--- config.mk ---
export PLATFORM = sky130hd
export DESIGN_NAME = dda_line_pixel_stepper_top
export DESIGN_NICKNAME = d
export VERILOG_FILES = /design/src/rtl/dlps_pkg.sv /design/src/rtl/dda_line_pixel_stepper_top.sv /design/src/rtl/dlps_divider.sv /design/src/rtl/dlps_addr.sv
export SDC_FILE = /design/constraint.sdc
export NUM_CORES = 1
export LEC_CHECK = 0
export BUFFER_PORTS_ARGS = -buffer_cell sky130_fd_sc_hd__buf_2
export CAP_MARGIN = 25
export CORE_ASPECT_RATIO = 0.9
export CORE_UTILIZATION = 65
export DETAILED_ROUTE_END_ITERATION = 10
export GPL_TIMING_DRIVEN = 0
export PLACE_DENSITY_LB_ADDON = 0.1
export SYNTH_ARGS = -nofsm -noshare
export SYNTH_HDL_FRONTEND = slang
export SYNTH_HIERARCHICAL = 1
export SYNTH_SLANG_ARGS = --single-unit
--- constraint.sdc ---
create_clock -name aclk -period 14.9 [get_ports aclk]
set_clock_uncertainty 0.15 [all_clocks]
set_input_delay 1.49 -clock aclk [delete_from_list [all_inputs] [get_ports aclk]]
set_output_delay 1.49 -clock aclk [all_outputs]
set_load 0.03 [all_outputs]
--- src/rtl/dlps_pkg.sv ---
package dlps_pkg;

    // Frame and coordinate geometry
    localparam int COORD_BITS      = 12;
    localparam int FRAME_WIDTH     = 640;
    localparam int FRAME_HEIGHT    = 480;
    localparam int FRAC_BITS       = 16;
    localparam int ACC_W           = 32;
    localparam int BYTES_PER_PIXEL = 3;

    // Register and field widths
    localparam int PITCH_W    = 13;
    localparam int COLOR_W    = 8;
    localparam int ADDR_OUT_W = 22;
    localparam int PROD_W     = PITCH_W + 1 + COORD_BITS;
    localparam int PX3_W      = COORD_BITS + 2;
    localparam int ADDR_W     = PROD_W + 1;
    localparam int QUO_W      = FRAC_BITS + 1;
    localparam int DIV_CNT_W  = $clog2(QUO_W + 1);

    localparam logic [PITCH_W-1:0] PITCH_RESET = PITCH_W'(1920);

    // Input stream layout
    localparam int XS_LSB     = 0;
    localparam int YS_LSB     = COORD_BITS;
    localparam int XE_LSB     = 2 * COORD_BITS;
    localparam int YE_LSB     = 3 * COORD_BITS;
    localparam int IN_DATA_W  = 4 * COORD_BITS;
    localparam int S_TDATA_W  = ((IN_DATA_W + 7) / 8) * 8;

    // Output stream layout
    localparam int PX_LSB     = 0;
    localparam int PY_LSB     = COORD_BITS;
    localparam int BA_LSB     = 2 * COORD_BITS;
    localparam int BLUE_LSB   = BA_LSB + ADDR_OUT_W;
    localparam int GREEN_LSB  = BLUE_LSB + COLOR_W;
    localparam int RED_LSB    = GREEN_LSB + COLOR_W;
    localparam int OUT_DATA_W = RED_LSB + COLOR_W;
    localparam int M_TDATA_W  = ((OUT_DATA_W + 7) / 8) * 8;

    // Register port
    localparam int PADDR_W    = 4;
    localparam int PDATA_W    = 32;

    localparam logic [1:0] REG_ROW_PITCH   = 2'd0;
    localparam logic [1:0] REG_COLOR_RED   = 2'd1;
    localparam logic [1:0] REG_COLOR_GREEN = 2'd2;
    localparam logic [1:0] REG_COLOR_BLUE  = 2'd3;

    // Request kinds carried on tuser
    localparam logic REQ_START = 1'b0;
    localparam logic REQ_STEP  = 1'b1;

    typedef enum logic [2:0] {
        ST_IDLE,
        ST_SETUP,
        ST_ORDER,
        ST_DIV,
        ST_STEP,
        ST_EMIT
    } state_t;

    typedef struct packed {
        logic                  start;
        logic [COORD_BITS-1:0] dividend;
        logic [COORD_BITS-1:0] divisor;
    } div_req_t;

    typedef struct packed {
        logic             done;
        logic [QUO_W-1:0] quotient;
    } div_rsp_t;

endpackage

--- src/rtl/dda_line_pixel_stepper_top.sv ---
// Channel   Dir  Handshake          Payload
// s_*       in   s_tvalid/s_tready  s_tuser = req_type; s_tdata = endpoints
// m_*       out  m_tvalid/m_tready  m_tdata = pixel; m_tuser = in_frame; m_tlast
// APB       in   psel/penable       row_pitch, color_red, color_green, color_blue
//
// A step item passes through accept, address multiply, and address add and
// range check into the output register. A start item with distinct endpoints
// waits on the restoring divider, which produces one of 17 quotient bits
// per cycle. The block takes no item while a start or a step is in work.
// A result held by a stalled m_tready stays in the output register; the next
// step may be accepted meanwhile and waits in the emit state until it frees.
// Reset is synchronous and active low; no line is active after reset.
module dda_line_pixel_stepper_top
    import dlps_pkg::*;
(
    input  logic                 aclk,
    input  logic                 aresetn,

    input  logic                 s_tvalid,
    output logic                 s_tready,
    // [11:0] x_start, [23:12] y_start, [35:24] x_end, [47:36] y_end
    input  logic [S_TDATA_W-1:0] s_tdata,
    // [0] req_type
    input  logic                 s_tuser,

    output logic                 m_tvalid,
    input  logic                 m_tready,
    // [11:0] pixel_x, [23:12] pixel_y, [45:24] byte_address,
    // [53:46] out_blue, [61:54] out_green, [69:62] out_red, rest zero
    output logic [M_TDATA_W-1:0] m_tdata,
    // [0] in_frame
    output logic                 m_tuser,
    output logic                 m_tlast,

    input  logic                 psel,
    input  logic                 penable,
    input  logic                 pwrite,
    input  logic [PADDR_W-1:0]   paddr,
    input  logic [PDATA_W-1:0]   pwdata,
    output logic [PDATA_W-1:0]   prdata,
    output logic                 pready
);

    // ---------------- configuration registers ----------------
    logic [PITCH_W-1:0] row_pitch_reg;
    logic [COLOR_W-1:0] color_red_reg;
    logic [COLOR_W-1:0] color_green_reg;
    logic [COLOR_W-1:0] color_blue_reg;
    logic               cfg_wr;

    assign pready = 1'b1;
    assign cfg_wr = psel && penable && pwrite && pready;

    always_ff @(posedge aclk) begin
        if (!aresetn) begin
            row_pitch_reg   <= PITCH_RESET;
            color_red_reg   <= '0;
            color_green_reg <= '0;
            color_blue_reg  <= '0;
        end else if (cfg_wr) begin
            case (paddr[PADDR_W-1:2])
                REG_ROW_PITCH:   row_pitch_reg   <= pwdata[PITCH_W-1:0];
                REG_COLOR_RED:   color_red_reg   <= pwdata[COLOR_W-1:0];
                REG_COLOR_GREEN: color_green_reg <= pwdata[COLOR_W-1:0];
                REG_COLOR_BLUE:  color_blue_reg  <= pwdata[COLOR_W-1:0];
                default: ;
            endcase
        end
    end

    always_comb begin
        case (paddr[PADDR_W-1:2])
            REG_ROW_PITCH:   prdata = PDATA_W'(row_pitch_reg);
            REG_COLOR_RED:   prdata = PDATA_W'(color_red_reg);
            REG_COLOR_GREEN: prdata = PDATA_W'(color_green_reg);
            REG_COLOR_BLUE:  prdata = PDATA_W'(color_blue_reg);
            default:         prdata = '0;
        endcase
    end

    // ---------------- sequencer ----------------
    state_t state_reg;
    state_t state_next;

    logic s_acc;
    logic is_start;
    logic same_ends;
    logic out_free;
    logic ep_load;
    logic order_en;
    logic div_take;
    logic step_en;
    logic out_load;

    logic line_active_reg;
    logic m_tvalid_reg;

    div_req_t div_req;
    div_rsp_t div_rsp;

    assign s_acc     = s_tvalid && s_tready;
    assign is_start  = s_tuser == REQ_START;
    // Identical endpoints load no line
    assign same_ends = (s_tdata[XS_LSB +: COORD_BITS] == s_tdata[XE_LSB +: COORD_BITS])
                    && (s_tdata[YS_LSB +: COORD_BITS] == s_tdata[YE_LSB +: COORD_BITS]);
    assign out_free  = !m_tvalid_reg || m_tready;

    always_comb begin
        state_next = state_reg;
        case (state_reg)
            ST_IDLE: begin
                if (s_tvalid) begin
                    if (is_start) begin
                        state_next = same_ends ? ST_IDLE : ST_SETUP;
                    end else begin
                        state_next = line_active_reg ? ST_STEP : ST_IDLE;
                    end
                end
            end
            ST_SETUP: state_next = ST_ORDER;
            ST_ORDER: state_next = ST_DIV;
            ST_DIV:   state_next = div_rsp.done ? ST_IDLE : ST_DIV;
            ST_STEP:  state_next = ST_EMIT;
            ST_EMIT:  state_next = out_free ? ST_IDLE : ST_EMIT;
            default:  state_next = ST_IDLE;
        endcase
    end

    always_comb begin
        s_tready = 1'b0;
        ep_load  = 1'b0;
        order_en = 1'b0;
        div_take = 1'b0;
        step_en  = 1'b0;
        out_load = 1'b0;
        case (state_reg)
            ST_IDLE: begin
                s_tready = 1'b1;
                ep_load  = s_tvalid && is_start;
            end
            ST_SETUP: ;
            ST_ORDER: order_en = 1'b1;
            ST_DIV:   div_take = div_rsp.done;
            ST_STEP:  step_en  = 1'b1;
            ST_EMIT:  out_load = out_free;
            default: ;
        endcase
    end

    always_ff @(posedge aclk) begin
        if (!aresetn) begin
            state_reg <= ST_IDLE;
        end else begin
            state_reg <= state_next;
        end
    end

    // ---------------- line set-up ----------------
    logic signed [COORD_BITS-1:0] x1_reg;
    logic signed [COORD_BITS-1:0] y1_reg;
    logic signed [COORD_BITS-1:0] x2_reg;
    logic signed [COORD_BITS-1:0] y2_reg;

    always_ff @(posedge aclk) begin
        if (ep_load) begin
            x1_reg <= s_tdata[XS_LSB +: COORD_BITS];
            y1_reg <= s_tdata[YS_LSB +: COORD_BITS];
            x2_reg <= s_tdata[XE_LSB +: COORD_BITS];
            y2_reg <= s_tdata[YE_LSB +: COORD_BITS];
        end
    end

    // Steep when the row span exceeds the column span
    logic signed [COORD_BITS:0] dx;
    logic signed [COORD_BITS:0] dy;
    logic        [COORD_BITS:0] adx;
    logic        [COORD_BITS:0] ady;
    logic                       steep_reg;
    logic                       steep_next;

    assign dx         = $signed({x2_reg[COORD_BITS-1], x2_reg})
                      - $signed({x1_reg[COORD_BITS-1], x1_reg});
    assign dy         = $signed({y2_reg[COORD_BITS-1], y2_reg})
                      - $signed({y1_reg[COORD_BITS-1], y1_reg});
    assign adx        = dx[COORD_BITS] ? unsigned'(-dx) : unsigned'(dx);
    assign ady        = dy[COORD_BITS] ? unsigned'(-dy) : unsigned'(dy);
    assign steep_next = ady > adx;

    always_ff @(posedge aclk) begin
        if (state_reg == ST_SETUP) begin
            steep_reg <= steep_next;
        end
    end

    // Order the endpoints along the major axis
    logic signed [COORD_BITS-1:0] maj1;
    logic signed [COORD_BITS-1:0] maj2;
    logic signed [COORD_BITS-1:0] min1;
    logic signed [COORD_BITS-1:0] min2;
    logic                         swap;
    logic signed [COORD_BITS-1:0] maj_start;
    logic signed [COORD_BITS-1:0] maj_stop;
    logic signed [COORD_BITS-1:0] min_start;
    logic signed [COORD_BITS-1:0] min_stop;
    logic        [COORD_BITS:0]   dmaj;
    logic signed [COORD_BITS:0]   dmin;
    logic        [COORD_BITS:0]   admin;
    logic                         neg_reg;

    assign maj1      = steep_reg ? y1_reg : x1_reg;
    assign maj2      = steep_reg ? y2_reg : x2_reg;
    assign min1      = steep_reg ? x1_reg : y1_reg;
    assign min2      = steep_reg ? x2_reg : y2_reg;
    assign swap      = maj1 > maj2;
    assign maj_start = swap ? maj2 : maj1;
    assign maj_stop  = swap ? maj1 : maj2;
    assign min_start = swap ? min2 : min1;
    assign min_stop  = swap ? min1 : min2;
    assign dmaj      = unsigned'($signed({maj_stop[COORD_BITS-1], maj_stop})
                     - $signed({maj_start[COORD_BITS-1], maj_start}));
    assign dmin      = $signed({min_stop[COORD_BITS-1], min_stop})
                     - $signed({min_start[COORD_BITS-1], min_start});
    assign admin     = dmin[COORD_BITS] ? unsigned'(-dmin) : unsigned'(dmin);

    assign div_req.start    = order_en;
    assign div_req.dividend = admin[COORD_BITS-1:0];
    assign div_req.divisor  = dmaj[COORD_BITS-1:0];

    dlps_divider u_div (
        .aclk    (aclk),
        .aresetn (aresetn),
        .req     (div_req),
        .rsp     (div_rsp)
    );

    // ---------------- stepping state ----------------
    logic signed [COORD_BITS-1:0] major_pos_reg;
    logic signed [COORD_BITS-1:0] major_end_reg;
    logic        [ACC_W-1:0]      acc_reg;
    logic        [ACC_W-1:0]      inc_reg;
    logic        [ACC_W-1:0]      quo_ext;
    logic signed [COORD_BITS-1:0] minor;
    logic signed [COORD_BITS-1:0] px;
    logic signed [COORD_BITS-1:0] py;
    logic                         last;

    assign quo_ext = ACC_W'(div_rsp.quotient);
    assign minor   = acc_reg[FRAC_BITS +: COORD_BITS];
    assign px      = steep_reg ? minor : major_pos_reg;
    assign py      = steep_reg ? major_pos_reg : minor;
    assign last    = major_pos_reg >= major_end_reg;

    always_ff @(posedge aclk) begin
        if (order_en) begin
            major_pos_reg <= maj_start;
            major_end_reg <= maj_stop;
            acc_reg       <= ACC_W'(min_start) << FRAC_BITS;
            neg_reg       <= dmin[COORD_BITS];
        end else if (step_en && !last) begin
            major_pos_reg <= major_pos_reg + 1'b1;
            acc_reg       <= acc_reg + inc_reg;
        end
        if (div_take) begin
            inc_reg <= neg_reg ? -quo_ext : quo_ext;
        end
    end

    // Start drops any line in work; the divider result arms the new one
    always_ff @(posedge aclk) begin
        if (!aresetn) begin
            line_active_reg <= 1'b0;
        end else if (s_acc && is_start) begin
            line_active_reg <= 1'b0;
        end else if (div_take) begin
            line_active_reg <= 1'b1;
        end else if (step_en && last) begin
            line_active_reg <= 1'b0;
        end
    end

    // ---------------- pixel address and output ----------------
    logic signed [COORD_BITS-1:0] px_reg;
    logic signed [COORD_BITS-1:0] py_reg;
    logic                         last_reg;
    logic        [ADDR_OUT_W-1:0] byte_address;
    logic                         in_frame;

    dlps_addr u_addr (
        .aclk         (aclk),
        .load         (step_en),
        .pitch        (row_pitch_reg),
        .px           (px),
        .py           (py),
        .byte_address (byte_address),
        .in_frame     (in_frame)
    );

    always_ff @(posedge aclk) begin
        if (step_en) begin
            px_reg   <= px;
            py_reg   <= py;
            last_reg <= last;
        end
    end

    logic [M_TDATA_W-1:0] m_tdata_reg;
    logic                 m_tuser_reg;
    logic                 m_tlast_reg;

    always_ff @(posedge aclk) begin
        if (!aresetn) begin
            m_tvalid_reg <= 1'b0;
        end else if (out_load) begin
            m_tvalid_reg <= 1'b1;
        end else if (m_tready) begin
            m_tvalid_reg <= 1'b0;
        end
    end

    always_ff @(posedge aclk) begin
        if (out_load) begin
            m_tdata_reg <= M_TDATA_W'({color_red_reg, color_green_reg, color_blue_reg,
                                       byte_address, py_reg, px_reg});
            m_tuser_reg <= in_frame;
            m_tlast_reg <= last_reg;
        end
    end

    assign m_tvalid = m_tvalid_reg;
    assign m_tdata  = m_tdata_reg;
    assign m_tuser  = m_tuser_reg;
    assign m_tlast  = m_tlast_reg;

endmodule

--- src/rtl/dlps_divider.sv ---
// Restoring divider, one quotient bit per cycle.
// Computes (dividend << FRAC_BITS) / divisor for dividend <= divisor.
module dlps_divider
    import dlps_pkg::*;
(
    input  logic     aclk,
    input  logic     aresetn,
    input  div_req_t req,
    output div_rsp_t rsp
);

    logic                  busy_reg;
    logic                  done_reg;
    logic [DIV_CNT_W-1:0]  cnt_reg;
    logic [COORD_BITS-1:0] rem_reg;
    logic [COORD_BITS-1:0] divisor_reg;
    logic [QUO_W-1:0]      shin_reg;
    logic [QUO_W-1:0]      quo_reg;

    logic [COORD_BITS:0]   trial;
    logic [COORD_BITS:0]   diff;
    logic                  ge;
    logic [COORD_BITS-1:0] rem_next;
    logic                  last_step;

    assign trial     = {rem_reg, shin_reg[QUO_W-1]};
    assign diff      = trial - {1'b0, divisor_reg};
    assign ge        = trial >= {1'b0, divisor_reg};
    assign rem_next  = ge ? diff[COORD_BITS-1:0] : trial[COORD_BITS-1:0];
    assign last_step = cnt_reg == DIV_CNT_W'(QUO_W - 1);

    always_ff @(posedge aclk) begin
        if (!aresetn) begin
            busy_reg <= 1'b0;
            done_reg <= 1'b0;
            cnt_reg  <= '0;
        end else begin
            done_reg <= 1'b0;
            if (req.start) begin
                busy_reg <= 1'b1;
                cnt_reg  <= '0;
            end else if (busy_reg) begin
                cnt_reg <= cnt_reg + 1'b1;
                if (last_step) begin
                    busy_reg <= 1'b0;
                    done_reg <= 1'b1;
                end
            end
        end
    end

    // Seed with dividend >> 1 and shift its low bit in first, then zeros
    always_ff @(posedge aclk) begin
        if (req.start) begin
            rem_reg     <= req.dividend >> 1;
            shin_reg    <= {req.dividend[0], {FRAC_BITS{1'b0}}};
            divisor_reg <= req.divisor;
            quo_reg     <= '0;
        end else if (busy_reg) begin
            rem_reg  <= rem_next;
            shin_reg <= shin_reg << 1;
            quo_reg  <= {quo_reg[QUO_W-2:0], ge};
        end
    end

    assign rsp.done     = done_reg;
    assign rsp.quotient = quo_reg;

endmodule

--- src/rtl/dlps_addr.sv ---
// Frame-buffer address unit: multiply stage, then add and range check.
module dlps_addr
    import dlps_pkg::*;
(
    input  logic                         aclk,
    input  logic                         load,
    input  logic        [PITCH_W-1:0]    pitch,
    input  logic signed [COORD_BITS-1:0] px,
    input  logic signed [COORD_BITS-1:0] py,
    output logic        [ADDR_OUT_W-1:0] byte_address,
    output logic                         in_frame
);

    logic        [ADDR_W-1:0] limit_reg;
    logic        [ADDR_W-1:0] limit_next;
    logic signed [PROD_W-1:0] prod_reg;
    logic signed [PX3_W-1:0]  px3_reg;
    logic signed [ADDR_W-1:0] addr;

    // Highest address inside the frame, follows the pitch register
    assign limit_next = ADDR_W'(pitch) * ADDR_W'(FRAME_HEIGHT - 1)
                      + ADDR_W'(BYTES_PER_PIXEL * (FRAME_WIDTH - 1));

    always_ff @(posedge aclk) begin
        limit_reg <= limit_next;
        if (load) begin
            prod_reg <= $signed({1'b0, pitch}) * py;
            px3_reg  <= PX3_W'(px) * PX3_W'(BYTES_PER_PIXEL);
        end
    end

    assign addr         = ADDR_W'(prod_reg) + ADDR_W'(px3_reg);
    assign byte_address = addr[ADDR_OUT_W-1:0];
    assign in_frame     = !addr[ADDR_W-1] && (unsigned'(addr) <= limit_reg);

endmodule

# Yosys cells after proc, flatten, opt, wreduce, memory -nomap -nowiden
# Index checks and enable logic that the tools add are counted.
# word_totals
regBits,393
output_inout_bits,109
word_cells,144
# op_classes
add_sub_neg,14
mul,3
magnitude_cmp,5
n_eq_ne,12
n_mux,45
n_bitwise,3
reduce_logical,26
# op_table
cell,n
$mux W12,14
$pmux W32 S4,1
$mux W32,2
$mux W17,3
$sub A12 B12 Y13,3
$add A32 B32 Y32,1
$neg A17 Y32,1
$add A26 B14 Y27,1
$le A27 B27 Y1,1
$mul A14 B12 Y26,1
$mux W13,2
$neg A13 Y13,2
$eq A12 B12 Y1,2
$sub A12 B12 Y12,2
$add A22 B11 Y23 const B,1
$mul A13 B9 Y22 const B,1
$mux W11,2
$pmux W3 S6,1
$mux W1,15
$mul A12 B3 Y14 const B,1
$ge A13 B12 Y1,1
$gt A13 B13 Y1,1
$add A12 B1 Y12 const B,1
$ge A12 B12 Y1,1
22 further kinds,47

# Depth between registers and ports, before layout
# depth
word_depth,7
depth_mapped,32
ltp_nobuf,25

# By module
# The synthesis kept the hierarchy.
# modules_own_cells
module,n_inst,cells_each,area_per_inst_um2
dda_line_pixel_stepper_top,1,1508,16378.2
dlps_addr,1,1276,12071.6
dlps_divider,1,250,2555.0

# Worst setup path after synthesis
# Ideal clock, no wire load.
# synth_timing
path_kind,register to register
from,reg steep_reg
to,reg u_addr.prod_reg[25] (data pin)
setup_ns,0.260
t_arrival_ns,7.022
t_required_ns,14.490
setup_slack_ns,7.468
stages_incl_launch_ff,27
path_buffers,7
period_less_slack_ns,7.432
path_cell_list,edfxtp_1 > buf_2 > buf_2 > buf_2 > buf_2 > clkbuf_1 > buf_1 > mux2_2 > clkbuf_1 > nand2_1 > fa_1 > inv_1 > fa_1 > inv_1 > fa_1 > fa_1 > fa_1 > inv_1 > ha_1 > a21o_1 > a21o_1 > or3_1 > o211ai_1 > nand2_1 > a211o_1 > a21oi_1 > xnor2_1
# synth_via
elab_chain_len,2
# synth_lines
item,line,text
"start, declared",dda_line_pixel_stepper_top.sv:178,logic steep_reg;
"start signal, assigned",dda_line_pixel_stepper_top.sv:191,steep_reg <= steep_next;
$mux W12,dda_line_pixel_stepper_top.sv:250,assign py = steep_reg ? major_pos_reg : minor;
named net py[5],dda_line_pixel_stepper_top.sv:244,logic signed [COORD_BITS-1:0] py;
$mul A14 B12 Y26,dlps_addr.sv:27,"prod_reg <= $signed({1'b0, pitch}) * py;"
"end signal, assigned",dlps_addr.sv:27,
"end, declared",dlps_addr.sv:16,logic signed [PROD_W-1:0] prod_reg;
# The timed path passes the listed nets, and every way through them passes these cells.
# A chain may end at the register's enable or synchronous reset.

# Worst setup path after layout
# Same ends and word-level chain as after synthesis.

==> impl_metrics.csv <==
group,metric,value,unit
cts,root_buffer,"clkbuf_16",
synth,synthCells,3034,
sta,tns,0,ns
synth,synth_edf_count,275,
outcome,status,"finished, final reports clean",
cts,cts_tree,"yes",
worst_setup_path,crit_path_max_fanout,10,
sta,relSlewSlack,38.9,%
floorplanning,die_x,232,µm
power_and_ir_drop,power.leakage,15.1,nW
global_routing,overflow,0,
global_routing,grt.total_usage,32.9,%
layout,nets,3872,
routing,firstDrtPassIters,7,
placed_design,io_buffers,157,
sta,worst_slew_pin_slew,0.907,ns
sta,report.final.slew_viol_count,0,
synth,ys_warn_count,6,
sta,rsz0062_at_grt,"false",
worst_setup_path,ff2ff_path_depth,27,
synth,netlist-cell-type-count,84,
global_routing,grt_max_degree,46,
hold_path,hp-start,"px_reg[8]",
worst_setup_path,r2r-start,"steep_reg",
worst_setup_path,path_class,"register to register",
synth,synth_flop_cell,"edfxtp_1",
hold_path,worstHoldPathType,"register to register",
synth,ys_seq_elements,381,
floorplanning,io_pins,201,
worst_setup_path,r2r-end,"u_addr/prod_reg[25]",
cts,worstSkewPairLatency,0.61,ns
worst_setup_path,worstSetupEndpoint,"u_addr/prod_reg[25]",
layout,largest_register_ffs,70,
placed_design,gp_congestion,0.963,
worst_setup_path,endpoint_kind,"register",
sta,max_freq,111,MHz
routing,detail_route.iter0.violations,1924,
synth,syn-cell-area,31000,µm²
power_and_ir_drop,power_density,139,nW/µm²
layout,fill_cells,3329,
synth,synth_area_per_cell,10.2,µm²
cts,cts.repair.resized,0,
routing,finalWirelength,78600,µm
placed_design,post-place-ws,6.10,ns
placed_design,dp_hpwl,62300,µm
floorplanning,die_area,48600,µm²
cts,htree_levels,2,
synth,async_reset_ff_share,0,%
floorplanning,die_h,209,µm
floorplanning,initial_utilization,66.2,%
sta,fin_crit_sh,60.7,%
cts,cts.clk_slew.worst_paths,0.06,ns
worst_setup_path,required,15.09,ns
routing,drtAntennaViolNets,0,
floorplanning,std_cell_rows,75,
global_routing,grt_pass1_vias,23852,
cts,clkSinkCount,381,
power_and_ir_drop,peakVddDrop,155,µV
routing,vias_per_cell,6.00,
cts,cts_buffers,41,
cts,clk_path_buf_depth,3,
worst_setup_path,startpoint,"steep_reg",
routing,drc,0,
routing,via_count,23494,
cts,cts-hold-fix-buffers,0,
global_routing,grt_pass1_wl,125000,µm
worst_setup_path,cp-start-kind,"register",
sta,worst_slack,5.86,ns
worst_setup_path,r2r_slack,5.86,ns
routing,wl_per_cell,20.1,µm
worst_setup_path,cp.arrival,9.23,ns
global_routing,antenna_found_initial,1,
layout,drive_gt1_share,11.2,%
flow_run,drv_cap,0,
cts,postCtsSetupBuffers,0,
sta,hold_viol_final,0,
sta,setup_viol,0,
floorplanning,core,46800,µm²
synth,seq_area_frac_synth,33.5,%
sta,min_period,9.04,ns
layout,synthToLayoutAreaGrowth,10.5,%
metal layers:
layer | share of wire (%) | GRT usage (%) | wire length, µm
met1 | 40 | 40.9 | 31300
met2 | 49 | 55.8 | 38300
met3 | 6.2 | 4.20 | 4870
met4 | 5.3 | 17.2 | 4190
met5 | 0 | 0 | 0
worst min path at each step:
stage | end | depth (start not counted)
after floorplan | m_tdata[0] | 0
after global placement | m_tdata[6] | 0
after detailed placement | m_tdata[16] | 0
after CTS | m_tdata[8] | 0
after global routing | m_tdata[8] | 0
final | m_tdata[8] | 0
cells by family (layout without fill, tap and decap cells):
kind of cell | Yosys count | after routing | synth area share [%]
DFF | 381 | 381 | 33.5
other | 2 | 23 | 0.0242
AOI/OAI and AO/OA | 535 | 535 | 11.5
adders and majority gates | 516 | 516 | 25.1
and+or+nand+nor | 790 | 790 | 12.4
buffers and inverters | 472 | 715 | 6.08
muxes | 126 | 126 | 5.48
xor gates and xnor gates | 212 | 212 | 5.99
cell usage after synthesis (24+ instances only):
cell type	number	area share (%)
nor2b_1	66	1.3
ha_1	338	14
xnor2_1	147	4.2
a21o_1	47	1.1
o21ai_0	109	1.8
mux2_2	27	0.98
edfxtp_1	275	27
a21oi_1	135	2.2
mux4_2	32	2.3
a211oi_1	24	0.58
nor3_1	43	0.69
and2_1	63	1.3
clkbuf_1	63	0.76
nand3_1	50	0.81
o21a_1	38	0.92
fa_1	178	11
nand2_1	280	3.4
xor2_1	65	1.8
nand2b_1	33	0.67
mux2i_1	66	2.1
inv_1	364	4.4
dfxtp_1	106	6.8
nor2_1	140	1.7
and3_1	26	0.52
through the flow:
stage               power [mW]  area [µm²]  utilization [%]  std cells  hold slack, ns
floorplan                 3.12       31100                -       3054           0.250
global placement          3.57       32600             69.7       3827           0.255
detailed placement        3.66       32800             70.1       3836           0.255
CTS                       4.75       34200             73.1       3912           0.269
global route              5.06       34300             73.1       3913           0.280
finish                    4.75       34300             73.1       3914           0.268
layout make-up:
cell class                 count  area, µm²  area share (%)
clock buffer                  50       1100            3.21
buffer                       107        515            1.50
antenna                        1       2.50         0.00731
sequential                   381      10400            30.3
multi-input combinational   2201      18800            55.0
tap                          616        771            2.25
timing repair buffer         167        985            2.87
clock inverter                26        297           0.866
inverter                     365       1370            4.00
worst max-delay path, stage by stage (launching register included):
cell and delay, ns:
edfxtp_1 0.42, buf_2 0.27, buf_2 0.27, buf_2 0.27, buf_2 0.30, clkbuf_1 0.54, buf_1 0.58, mux2_2 0.43
clkbuf_1 0.46, nand2_1 0.15, fa_1 0.53, inv_1 0.04, ha_1 0.21, fa_1 0.53, inv_1 0.04, fa_1 0.46
fa_1 0.55, inv_1 0.04, ha_1 0.33, nor2b_1 0.15, o21ai_0 0.44, a21boi_0 0.27, o311a_1 0.39, o211ai_1 0.21
nand2_1 0.15, a211o_1 0.29, a21oi_1 0.18, xnor2_1 0.08
power by group:
part / leakage, nW / total [mW] / switching [mW] / internal (mW)
logic: 11.1 / 2.34 / 1.34 / 1.00
registers: 3.36 / 1.33 / 0.0424 / 1.29
clock network: 0.675 / 1.07 / 0.464 / 0.606
placed cells by master, fill, tap and decap left out, types with 65 or more instances in the layout:
cell type  netlist  layout
inv_1          364     364
ha_1           338     338
nand2_1        280     280
edfxtp_1       275     275
fa_1           178     178
buf_2            9     167
xnor2_1        147     147
nor2_1         140     139
a21oi_1        135     135
o21ai_0        109     109
dfxtp_1        106     106
clkbuf_1        63      68
mux2i_1         66      66
nor2b_1         66      65
xor2_1          65      65
No activity file was read; power rests on OpenSTA's default activity.
